File: config.mk
export PLATFORM = sky130hd
export DESIGN_NAME = ipv6p_queue
export DESIGN_NICKNAME = d
export VERILOG_FILES = /design/src/rtl/core/ipv6p_queue.sv
export SDC_FILE = /design/constraint.sdc
export NUM_CORES = 1
export LEC_CHECK = 0
export BUFFER_PORTS_ARGS = -buffer_cell sky130_fd_sc_hd__buf_4
export CORE_ASPECT_RATIO = 0.9
export CORE_MARGIN = 4
export CORE_UTILIZATION = 44
export DETAILED_ROUTE_END_ITERATION = 6
export MAX_ROUTING_LAYER = met4
export PLACE_DENSITY = 0.7
export SLEW_MARGIN = 20
export SYNTH_ARGS = -nofsm -noshare
export SYNTH_HDL_FRONTEND = slang
export SYNTH_SLANG_ARGS = --single-unit
export TNS_END_PERCENT = 50
File: constraint.sdc
create_clock -name clk -period 1.35 [get_ports clk]
set_input_delay 0.0675 -clock clk [delete_from_list [all_inputs] [get_ports clk]]
set_output_delay 0.0675 -clock clk [all_outputs]
set_load 0.02 [all_outputs]
File: src/rtl/core/ipv6p_queue.sv
// ----------------------------------------------------------------------------
// ipv6p_queue
// Two-entry queue of fixed width beats.
// ----------------------------------------------------------------------------
`default_nettype none

module ipv6p_queue #(
  parameter int WIDTH = 8
) (
  input  wire logic             clk,
  input  wire logic             rst,
  input  wire logic             push,
  input  wire logic [WIDTH-1:0] wdata,
  output logic                  full,
  input  wire logic             pop,
  output logic [WIDTH-1:0]      rdata,
  output logic                  empty
);

  logic [WIDTH-1:0] mem [2];
  logic             wptr;
  logic             rptr;
  logic [1:0]       count;
  logic             do_push;
  logic             do_pop;

  assign full    = (count == 2'd2);
  assign empty   = (count == 2'd0);
  assign do_push = push && !full;
  assign do_pop  = pop && !empty;
  assign rdata   = mem[rptr];

  // storage
  always_ff @(posedge clk) begin
    if (do_push) mem[wptr] <= wdata;
  end

  // pointers and fill count
  always_ff @(posedge clk) begin
    if (rst) begin
      wptr  <= 1'b0;
      rptr  <= 1'b0;
      count <= 2'd0;
    end else begin
      if (do_push) wptr <= ~wptr;
      if (do_pop) rptr <= ~rptr;
      count <= count + {1'b0, do_push} - {1'b0, do_pop};
    end
  end

endmodule

`default_nettype wire

# [Word-level counts from Yosys, hierarchy flattened]
# Memories as Yosys holds them, arrays and structs flattened. A register that Yosys moved wholly into a read port is not among the register bits.
# Cells that the tools add are included.
# W data, S select, Z words.
[totals] regBits=4 mem_bits_rw=16 input_bits=12 elab_cells=18 mem_count=1
[mem_list] memory="mem" depth=2 width=8 rd=1 rd_ports_with_merged_regs=1 wr=1 line="20" source="logic [WIDTH-1:0] mem [2];"
[op_classes] addsub=2 eq_ne=1 muxes=4 bitwise_logic=2 n_reduce_logical=5
[op_table] op="$mux W1" count=4
[op_table] op="$add A2 B1 Y2" count=1
[op_table] op="$eq A2 B2 Y1 const B" count=1
[op_table] op="$logic_and A1 B1 Y1" count=2
[op_table] op="$logic_not A1 Y1" count=2
[op_table] op="$logic_not A2 Y1" count=1
[op_table] op="$not A1 Y1" count=2
[op_table] op="$sub A2 B1 Y2" count=1

# [Logic depth before layout (Yosys ltp)]
# Gate-level depths: netlist of the first run.
[depth] depth_word=5 mapped_depth=8 depth_no_buf=8

# [Worst setup path after synthesis of the first run]
# Ideal clock, no wire load.
[synth_path] path_kind="flip-flop to flip-flop" from="reg count[1]" to="reg count[1]" setup_ps=78 arrival_ps=1396 required_time_ps=1272 slack_ps=-124 stages_incl_launch_ff=8 path_buffers=0 path_cell_list="dfxtp_1 o21a_2 ha_1 inv_1 ha_1 xor2_1 and2_1 nor3_1"
[synth_via] word_cells_on_any_way=8
[synth_lines] element="start: declaration" line="23" source="logic [1:0] count;"
[synth_lines] element="start signal: assignment" line="47" source="count <= count + {1'b0, do_push} - {1'b0, do_pop};"
[synth_lines] element="$logic_not A2 Y1" line="28" source="assign empty = (count == 2'd0);"
[synth_lines] element="$logic_not A1 Y1" line="30" source="assign do_pop = pop && !empty;"
[synth_lines] element="$logic_and A1 B1 Y1" line="30"
[synth_lines] element="via do_pop" line="25" source="logic do_pop;"
[synth_lines] element="$sub A2 B1 Y2" line="47"
# The timed path passes the listed nets, and every way through them passes these cells.
# A chain may end at the register's enable or synchronous reset.

# [Worst setup path after layout of the first run]
[layout_path] from="reg count[0]" to="reg count[1]"
# The elaborated chain is that of the path after synthesis.

==> results.txt, run 1 <==
crit-path cells -> o21a_2 > ha_4 > inv_2 > ha_4 > xor2_2 > and2_1 > nor3_2
Total GRT Usage -> 0.125
Area Growth Syn to Fin -> 49.4%
max incr delay on CP -> 0.35 ns
sequential share of power -> 0.434
XOR/XNOR share of the synthesized area -> 0.0216
Rel. slew slack -> 0.863
Logic pwr share -> 0.432
# DRC -> 0
cell-internal power -> 1.45 mW
CTS clock-pin slew for the worst setup and hold paths -> 0.11 ns
synthesized net count -> 66
Synth Area in Adders -> 0.0309
vias per inst -> 4.54
Worst EP arrival -> 1.72 ns
IO buf count -> 21
Congestion Overflow GR -> 0
Compound-Gate Fraction of Synth Area -> 0.0231
critical path's most frequent cell -> ha_4
kind of critical path -> register to register
Mapped Cells -> 52
Initial Utilization -> 0.472
failing checks -> setup timing
# IOs -> 22
via count -> 517
routability cong. -> 0.737
setup ws final -> -0.138 ns
highest clock rate -> 672 MHz
mux cell area share after synthesis -> 0.111
Die Wd -> 53.3 µm
TritonCTS buffer count -> 3
CTS Root Buffer Type -> clkbuf_4
vias in the first global route -> 565
clock buffer depth -> 2
core area -> 1720 µm²
fraction of layout cells with a size suffix above 1 -> 0.533
combinational family with the most area after synthesis -> multiplexers
worst hold path startpoint -> push
Tcrit/Tclk final -> 1.10
pre-CTS setup slack -> -0.182 ns
simple logic cell fraction of the synthesized area -> 0.0725
final wirelength -> 1430 µm
R2R setup slack -> -0.14 ns
hold path endpoint -> wptr$_SDFFE_PP0P_
yosys warns -> 0
htree depth -> 1
Leak Pwr -> 0.487 nW
peak supply drop -> 1.16 mV
hpwl dp -> 926 µm
Max-cap violations -> 0
CTS tree -> done
initial antenna violation count -> 0
Startpoint Class -> register
Setup Skew -> 0.00337 ns
Clk pwr share -> 0.134
CP top delay family -> adder cells
register area share after synthesis -> 0.716
reg2reg start -> count[0]$_SDFF_PP0_
First-pass DRT Iterations -> 3
Worst EP required -> 1.58 ns
synthesized area per cell -> 15.6 µm²
pin count of the biggest net entering global routing -> 13
Slew @ Worst Pin -> 0.205 ns
antenna cells -> 0
Switching Fraction -> 0.327
Filler Cells Inserted -> 135
count of pins over their slew limit -> 0
Crit-path slowest cell -> dfxtp_2
Tot Pwr -> 2.15 mW
first-pass GRT wire length -> 2240 µm
remaining antenna violation count -> 0
Netlist Area Pre-Place -> 811 µm²
clk sink count -> 21
crit end category -> register
final setup fails -> 9
crit path time final -> 1.49 ns
FF+latch count, synth -> 21
Worst R2R End -> count[1]$_SDFF_PP0_
P per Cell Area -> 1770 nW/µm²
fin nets -> 105
worst-case reg-to-reg path depth -> 7
unrepaired setup endpoints after global routing -> true
CP max FO -> 4
Min-Delay Path Depth -> 4
row count -> 14
Fin. Hold Viols -> 0
worst-skew pair later-pin latency -> 0.29 ns
setup_tns -> -0.251 ns
CP Buf/Inv Count -> 1
routed len/inst -> 12.5 µm
Die Ht -> 48.7 µm
status -> finished with violations
DRT iter0 DRCs -> 1
synth unique cells -> 21
NetSw -> 704 µW
worst hold-check path type -> input port to register
die area -> 2590 µm²
==> worst min-delay path: stages <==
cell,delay (ns)
buf_4,0.10
inv_1,0.05
o21ai_0,0.18
a21oi_1,0.07
==> state kept, by name, summed over array words and instances (netlist names), named ones only <==
| register | count |
|---|---|
| count | 2 |
| wptr | 1 |
| mem | 16 |
| rptr | 1 |
==> cell type report <==
class / instances / area [µm²] / area share
flip-flops and latches: 21 / 587 / 0.485
clock buffers: 3 / 22.5 / 0.0186
clock inverters: 1 / 5.00 / 0.00413
well taps: 24 / 30.0 / 0.0248
multi-input cells: 26 / 255 / 0.211
repair buffers: 35 / 289 / 0.239
inverters: 4 / 22.5 / 0.0186
==> timing repair <==
action,in CTS,in global routing
hold buffers,9,0
setup buffers,0,1
hold endpoints to repair,21,0
setup endpoints to repair,17,14
gates resized for setup,9,7
pin swaps,0,1
==> how the worst max path moves through the flow <==
| stage | start | end | slack [ns] | cells after the start |
|---|---|---|---|---|
| 2_1_floorplan | count[0]$_SDFF_PP0_ | count[1]$_SDFF_PP0_ | -0.11 | 8 |
| 3_3_place_gp | count[1]$_SDFF_PP0_ | count[1]$_SDFF_PP0_ | -0.13 | 7 |
| 3_5_place_dp | count[0]$_SDFF_PP0_ | count[1]$_SDFF_PP0_ | -0.18 | 8 |
| 4_1_cts | count[0]$_SDFF_PP0_ | count[1]$_SDFF_PP0_ | -0.16 | 7 |
| 5_1_grt | count[0]$_SDFF_PP0_ | count[1]$_SDFF_PP0_ | -0.22 | 7 |
| 6_report | count[0]$_SDFF_PP0_ | count[1]$_SDFF_PP0_ | -0.14 | 7 |
==> logic make-up after synthesis <==
| logic type | count (synthesis) |
|---|---|
| fa+ha+maj | 2 |
| xor+xnor | 2 |
| simple gates | 11 |
| buf+inv | 5 |
| mux | 8 |
| compound gates | 3 |
| flops | 21 |
==> layout by cell type, fill, tap and decap left out, drive strengths merged <==
cell         instances
xor2                 1
nand2b               1
nor2                 4
dlygate4sd3          9
nor3                 1
o21ai                1
ha                   2
edfxtp              16
and2                 1
clkinv               1
xnor2                1
a21oi                1
clkbuf               3
inv                  4
nand2                1
buf                 26
dfxtp                5
o21a                 1
mux2                 8
nor2b                1
or3                  1
and3                 1
==> power groups by stage <==
stage	combinational, mW	clock, mW	sequential (mW)
after floorplan	0.486	0	0.889
after global placement	0.761	0	0.928
after detailed placement	0.774	0	0.933
after CTS	0.826	0.302	0.934
after global routing	1.01	0.336	0.953
final	0.928	0.289	0.932
==> metal layers <==
metal / wire length (µm) / share of wire / GRT usage / vias up
li1: - / - / - / 260
met1: 548 / 0.38 / 0.129 / 243
met2: 787 / 0.55 / 0.210 / 12
met3: 71 / 0.050 / 0.0276 / 2
met4: 17 / 0.012 / 0.0766 / 0
met5: 0 / 0 / - / -
==> Yosys cell counts, drive strengths merged <==
cell    number  share of area
edfxtp      16           0.59
mux2         8           0.11
dfxtp        5           0.12
inv          4          0.019
nor2         4          0.019
ha           2          0.031
a21oi        1         0.0062
and2         1         0.0077
and3         1         0.0093
buf          1         0.0062
nand2        1         0.0046
nand2b       1          0.011
nor2b        1         0.0077
nor3         1         0.0062
o21a         1          0.011
o21ai        1         0.0062
or3          1         0.0077
xnor2        1          0.011
xor2         1          0.011
==> per-stage QoR <==
| stage | hold slack, ns | std cells | area (µm²) | util |
|---|---|---|---|---|
| floorplan | 0.137 | 52 | 811 | - |
| global placement | 0.254 | 100 | 1020 | 0.596 |
| detailed placement | 0.257 | 100 | 1020 | 0.596 |
| CTS | 0.147 | 113 | 1160 | 0.677 |
| global route | 0.215 | 114 | 1210 | 0.706 |
| finish | 0.198 | 114 | 1210 | 0.706 |
(Power assumes the default switching activity.)
==> run 2, diff against run 1 <==
--- a/config.mk
+++ b/config.mk
@@ -11,7 +11,8 @@
 export CORE_UTILIZATION = 44
 export DETAILED_ROUTE_END_ITERATION = 6
 export MAX_ROUTING_LAYER = met4
-export PLACE_DENSITY = 0.7
+export PLACE_DENSITY = 0.71
+export REMOVE_ABC_BUFFERS = 1
 export SLEW_MARGIN = 20
 export SYNTH_ARGS = -nofsm -noshare
 export SYNTH_HDL_FRONTEND = slang
==> results.txt, run 2 (synthesis results as in run 1) <==
failing checks -> setup timing
peak supply drop -> 1.05 mV (-9.5%)
Regs by FF count -> mem x16, count x2
Logic pwr share -> 0.454 (+0.022)
count of pins over their slew limit -> 0 (unchanged)
number of flip-flops in the largest register -> 16 (unchanged)
vias in the first global route -> 543 (-3.9%)
setup ws final -> -0.118 ns (+0.0203 ns)
Initial Utilization -> 0.472 (unchanged)
Switching Fraction -> 0.328 (+0.000845)
# IOs -> 22 (unchanged)
DP Area -> 1050 µm² (+2.2%)
unrepaired setup endpoints after global routing -> true
hpwl dp -> 1030 µm (+11%)
final setup fails -> 9 (unchanged)
First-pass DRT Iterations -> 4 (+1)
Filler Cells Inserted -> 137 (+1.5%)
first-pass GRT wire length -> 2450 µm (+9.2%)
P per Cell Area -> 1800 nW/µm² (+1.4%)
Area Growth Syn to Fin -> 54.2%
die area -> 2590 µm² (unchanged)
Post-Place Cells -> 103 (+3.0%)
Startpoint Class -> register
CTS Root Buffer Type -> clkbuf_4
Congestion Overflow GR -> 0 (unchanged)
Leak Pwr -> 0.512 nW (+5.2%)
htree depth -> 1 (unchanged)
critical path's most frequent cell -> ha_4
cell-internal power -> 1.51 mW (+4.5%)
clk sink count -> 21 (unchanged)
Clk pwr share -> 0.132 (-0.002)
Worst EP arrival -> 1.67 ns (-0.05 ns)
Slew @ Worst Pin -> 0.216 ns (+0.0107 ns)
crit path time final -> 1.47 ns (-0.0203 ns)
Non-Filler Instances -> 119 (+4.4%)
sequential share of power -> 0.414 (-0.020)
Biggest register -> mem
Tcrit/Tclk final -> 1.09 (-0.0150)
commonest non-fill, non-tap cell in the layout -> buf_4
Worst EP required -> 1.56 ns (-0.02 ns)
remaining antenna violation count -> 0 (unchanged)
final instance area -> 1250 µm² (+3.2%)
TritonCTS buffer count -> 3 (unchanged)
highest clock rate -> 681 MHz (+1.4%)
clock buffer depth -> 2 (unchanged)
CP max FO -> 3 (-1)
core area -> 1720 µm² (unchanged)
# DRC -> 0 (unchanged)
Rel. slew slack -> 0.855 (-0.00814)
crit-path cells -> nand2b_2 > nand2_2 > ha_4 > inv_2 > ha_4 > xor2_2 > and2_1 > nor3_2
antenna cells -> 0 (unchanged)
pin count of the biggest net entering global routing -> 13 (unchanged)
final wirelength -> 1560 µm (+9.4%)
NetSw -> 738 µW (+4.9%)
max incr delay on CP -> 0.35 ns (about the same)
status -> finished with violations
initial antenna violation count -> 0 (unchanged)
fraction of layout cells with a size suffix above 1 -> 0.558 (+0.0246)
routed len/inst -> 13.1 µm (+4.8%)
crit end category -> register
kind of critical path -> register to register
via count -> 542 (+4.8%)
Total GRT Usage -> 0.137 (+0.0120)
Die Wd -> 53.3 µm (unchanged)
row count -> 14 (unchanged)
IO buf count -> 21 (unchanged)
vias per inst -> 4.55 (+0.43%)
Die Ht -> 48.7 µm (unchanged)
worst hold-check path type -> input port to register
Max-cap violations -> 0 (unchanged)
routability cong. -> 0.726 (-1.5%)
Setup Skew -> 0.000974 ns (-0.00240 ns)
CTS tree -> done
worst-skew pair later-pin latency -> 0.30 ns (about the same)
DRT iter0 DRCs -> 4 (+3)
Crit-path slowest cell -> dfxtp_2
Fin. Hold Viols -> 0 (unchanged)
CTS clock-pin slew for the worst setup and hold paths -> 0.11 ns (about the same)
fin nets -> 110 (+4.8%)
commonest non-fill, non-tap cells in the layout -> 30 x buf_4, 16 x edfxtp_1, 9 x dlygate4sd3_1, 5 x mux2_1, 4 x nor2_1
run 2: critical path: cells and delay by family, from the launching register on:
family,cells,cell delay (ns)
xor gates and xnor gates,1,0.16
adders and majority gates,2,0.32
buffers and inverters,1,0.06
DFF,1,0.35
and+or+nand+nor,4,0.48
run 2: power groups by stage:
stage | sequential [mW] | combinational (mW) | clock (mW)
after global placement | 0.928 | 0.795 | 0
after detailed placement | 0.937 | 0.820 | 0
after floorplan | 0.913 | 0.451 | 0
after CTS | 0.936 | 0.979 | 0.300
final | 0.932 | 1.02 | 0.297
after global routing | 0.949 | 1.12 | 0.344
run 2: final timing paths:
kind                  startpoint             endpoint  slack (ns)  cells past startpoint
max          count[0]$_SDFF_PP0_  count[1]$_SDFF_PP0_       -0.12                      8
min reg2reg    wptr$_SDFFE_PP0P_    wptr$_SDFFE_PP0P_        0.50                      2
min                         push    wptr$_SDFFE_PP0P_        0.16                      4
max reg2reg  count[0]$_SDFF_PP0_  count[1]$_SDFF_PP0_       -0.12                      8
run 2: layout make-up:
type,instances,area (µm²),share of cell area
sequential,21,587,0.469
timing repair buffer,40,327,0.261
multi-input combinational,26,262,0.209
tap,24,30.0,0.0240
clock buffer,3,22.5,0.0180
inverter,4,17.5,0.0140
clock inverter,1,5.00,0.00400
run 2: stage by stage:
| stage | setup WS [ns] | power [mW] | hold slack [ns] | utilization | setup TNS (ns) |
|---|---|---|---|---|---|
| after floorplan | -0.124 | 1.36 | 0.137 | - | -0.420 |
| after CTS | -0.166 | 2.21 | 0.149 | 0.717 | -0.691 |
| after global routing | -0.198 | 2.41 | 0.184 | 0.728 | -1.31 |
| final | -0.118 | 2.25 | 0.155 | 0.728 | -0.710 |
| after global placement | -0.143 | 1.72 | 0.254 | 0.609 | -0.972 |
| after detailed placement | -0.185 | 1.76 | 0.258 | 0.609 | -1.17 |
run 2: per-layer routing:
metal  wire, µm  GRT usage  vias to the layer above  part of all wire
met5          0          -                        -                 0
li1           -          -                      270                 -
met3         62     0.0276                        2             0.040
met2        813      0.212                       12              0.52
met1        669      0.164                      258              0.43
met4         13     0.0766                        0            0.0083
run 2: timing repair:
item | in CTS | in global routing
hold buffers | 9 | 0
hold endpoints to repair | 21 | 0
gates resized for setup | 12 | 4
pin swaps | 3 | 1
setup endpoints to repair | 18 | 10
setup buffers | 3 | 0
==> run 3, diff against run 2 <==
==> constraint.sdc (replaced) <==
create_clock -name clk -period 1.3 [get_ports clk]
set_input_delay 0.065 -clock clk [delete_from_list [all_inputs] [get_ports clk]]
set_output_delay 0.065 -clock clk [all_outputs]
set_load 0.02 [all_outputs]
==> results.txt, run 3 (synthesis results as in run 1) <==
status -> finished with violations
failing checks -> setup timing
pin count of the biggest net entering global routing -> 13 (unchanged)
Worst EP required -> 1.51 ns (-0.05 ns)
Max-cap violations -> 0 (unchanged)
htree depth -> 1 (unchanged)
Fin. Hold Viols -> 0 (unchanged)
Die Wd -> 53.3 µm (unchanged)
CTS clock-pin slew for the worst setup and hold paths -> 0.11 ns (about the same)
Initial Utilization -> 0.472 (unchanged)
final wirelength -> 1560 µm (+0.19%)
final setup fails -> 9 (unchanged)
Tcrit/Tclk final -> 1.13 (+0.0421)
vias in the first global route -> 561 (+3.3%)
Setup Skew -> 0.0102 ns (+0.00919 ns)
crit end category -> register
Biggest register -> mem
TritonCTS buffer count -> 3 (unchanged)
Non-Filler Instances -> 119 (unchanged)
unrepaired setup endpoints after global routing -> true
fraction of layout cells with a size suffix above 1 -> 0.611 (+0.0526)
Startpoint Class -> register
critical path's most frequent cell -> ha_4
commonest non-fill, non-tap cells in the layout -> 22 x buf_4, 16 x edfxtp_1, 9 x dlygate4sd3_1, 9 x buf_6, 8 x mux2_4
Regs by FF count -> mem x16, count x2
Rel. slew slack -> 0.857 (+0.00141)
Tot Pwr -> 2.48 mW (+10%)
routability cong. -> 0.726 (unchanged)
DRT iter0 DRCs -> 2 (-2)
peak supply drop -> 1.10 mV (+4.9%)
crit path time final -> 1.47 ns (+0.000366 ns)
# DRC -> 0 (unchanged)
CP max FO -> 3 (unchanged)
clock buffer depth -> 2 (unchanged)
highest clock rate -> 681 MHz (about the same)
clk sink count -> 21 (unchanged)
via count -> 548 (+1.1%)
First-pass DRT Iterations -> 3 (-1)
commonest non-fill, non-tap cell in the layout -> buf_4
first-pass GRT wire length -> 2500 µm (+2.0%)
fin nets -> 110 (unchanged)
Worst EP arrival -> 1.68 ns (about the same)
IO buf count -> 21 (unchanged)
max incr delay on CP -> 0.35 ns (about the same)
Slew @ Worst Pin -> 0.214 ns (-0.00210 ns)
row count -> 14 (unchanged)
crit-path cells -> nand2b_2 > nand2_2 > ha_4 > inv_2 > ha_4 > xor2_2 > and2_1 > nor3_2
Crit-path slowest cell -> dfxtp_2
CTS tree -> done
worst hold-check path type -> input port to register
Die Ht -> 48.7 µm (unchanged)
count of pins over their slew limit -> 0 (unchanged)
Post-Place Cells -> 103 (unchanged)
die area -> 2590 µm² (unchanged)
CTS Root Buffer Type -> clkbuf_4
Area Growth Syn to Fin -> 61.6%
setup ws final -> -0.168 ns (-0.0504 ns)
Congestion Overflow GR -> 0 (unchanged)
final core occ -> 0.763 (+0.0350)
initial antenna violation count -> 0 (unchanged)
worst-skew pair later-pin latency -> 0.30 ns (about the same)
hpwl dp -> 1030 µm (unchanged)
routed len/inst -> 13.1 µm (+0.19%)
remaining antenna violation count -> 0 (unchanged)
kind of critical path -> register to register
vias per inst -> 4.61 (+1.1%)
number of flip-flops in the largest register -> 16 (unchanged)
Leak Pwr -> 0.549 nW (+7.1%)
# IOs -> 22 (unchanged)
Total GRT Usage -> 0.139 (+0.00193)
antenna cells -> 0 (unchanged)
core area -> 1720 µm² (unchanged)
P per Cell Area -> 1900 nW/µm² (+5.3%)
==> run 3: cell counts in the layout (fill, tap and decap cells not counted) <==
Identical to the previous run, type by type.
==> run 3: routing by layer <==
metal / routed length [µm] / global-route usage
met2: 825 / 0.216
met4: 13 / 0.0766
met5: 0 / -
met1: 648 / 0.166
met3: 74 / 0.0276
==> run 3: layout make-up <==
cell class                 instances  area (µm²)
tap                               24        30.0
clock inverter                     1        5.00
sequential                        21         587
timing repair buffer              40         357
inverter                           4        17.5
multi-input combinational         26         292
clock buffer                       3        22.5
fill                             123         407
==> run 3: final timing paths <==
check / start / to / slack (ns) / cells past startpoint
max: count[0]$_SDFF_PP0_ / count[1]$_SDFF_PP0_ / -0.17 / 8
min: push / wptr$_SDFFE_PP0P_ / 0.16 / 4
max reg2reg: count[0]$_SDFF_PP0_ / count[1]$_SDFF_PP0_ / -0.17 / 8
min reg2reg: wptr$_SDFFE_PP0P_ / wptr$_SDFFE_PP0P_ / 0.50 / 2
==> run 3: critical path: cells and delay by family (launching register included) <==
kind                     cells  cell delay, ns
AND/OR/NAND/NOR              4            0.48
XOR/XNOR                     1            0.16
flip-flops                   1            0.35
buffers and inverters        1            0.06
adder cells (fa/ha/maj)      2            0.32
==> run 3: through the flow <==
stage	hold WS [ns]	instance area [µm²]	setup slack (ns)	TNS [ns]
global placement	0.251	1050	-0.193	-1.46
floorplan	0.134	806	-0.174	-0.884
global route	0.185	1310	-0.248	-2.02
detailed placement	0.255	1050	-0.235	-1.67
finish	0.162	1310	-0.168	-1.21
CTS	0.146	1290	-0.216	-1.14
==> run 3: where the power goes <==
part           internal (mW)  leakage [nW]  switching, mW
clock network          0.115        0.0177          0.186
logic                  0.696         0.339          0.502
registers              0.882         0.192          0.104
total                   1.69         0.549          0.791
==> run 3: what timing repair did <==
| item | in CTS | in global routing |
|---|---|---|
| hold buffers | 9 | 0 |
| endpoints found under the hold margin | 21 | 0 |
| pin swaps | 3 | 1 |
| resized for setup | 28 | 4 |
| endpoints found under the setup margin | 19 | 19 |
| buffers inserted | 3 | 0 |
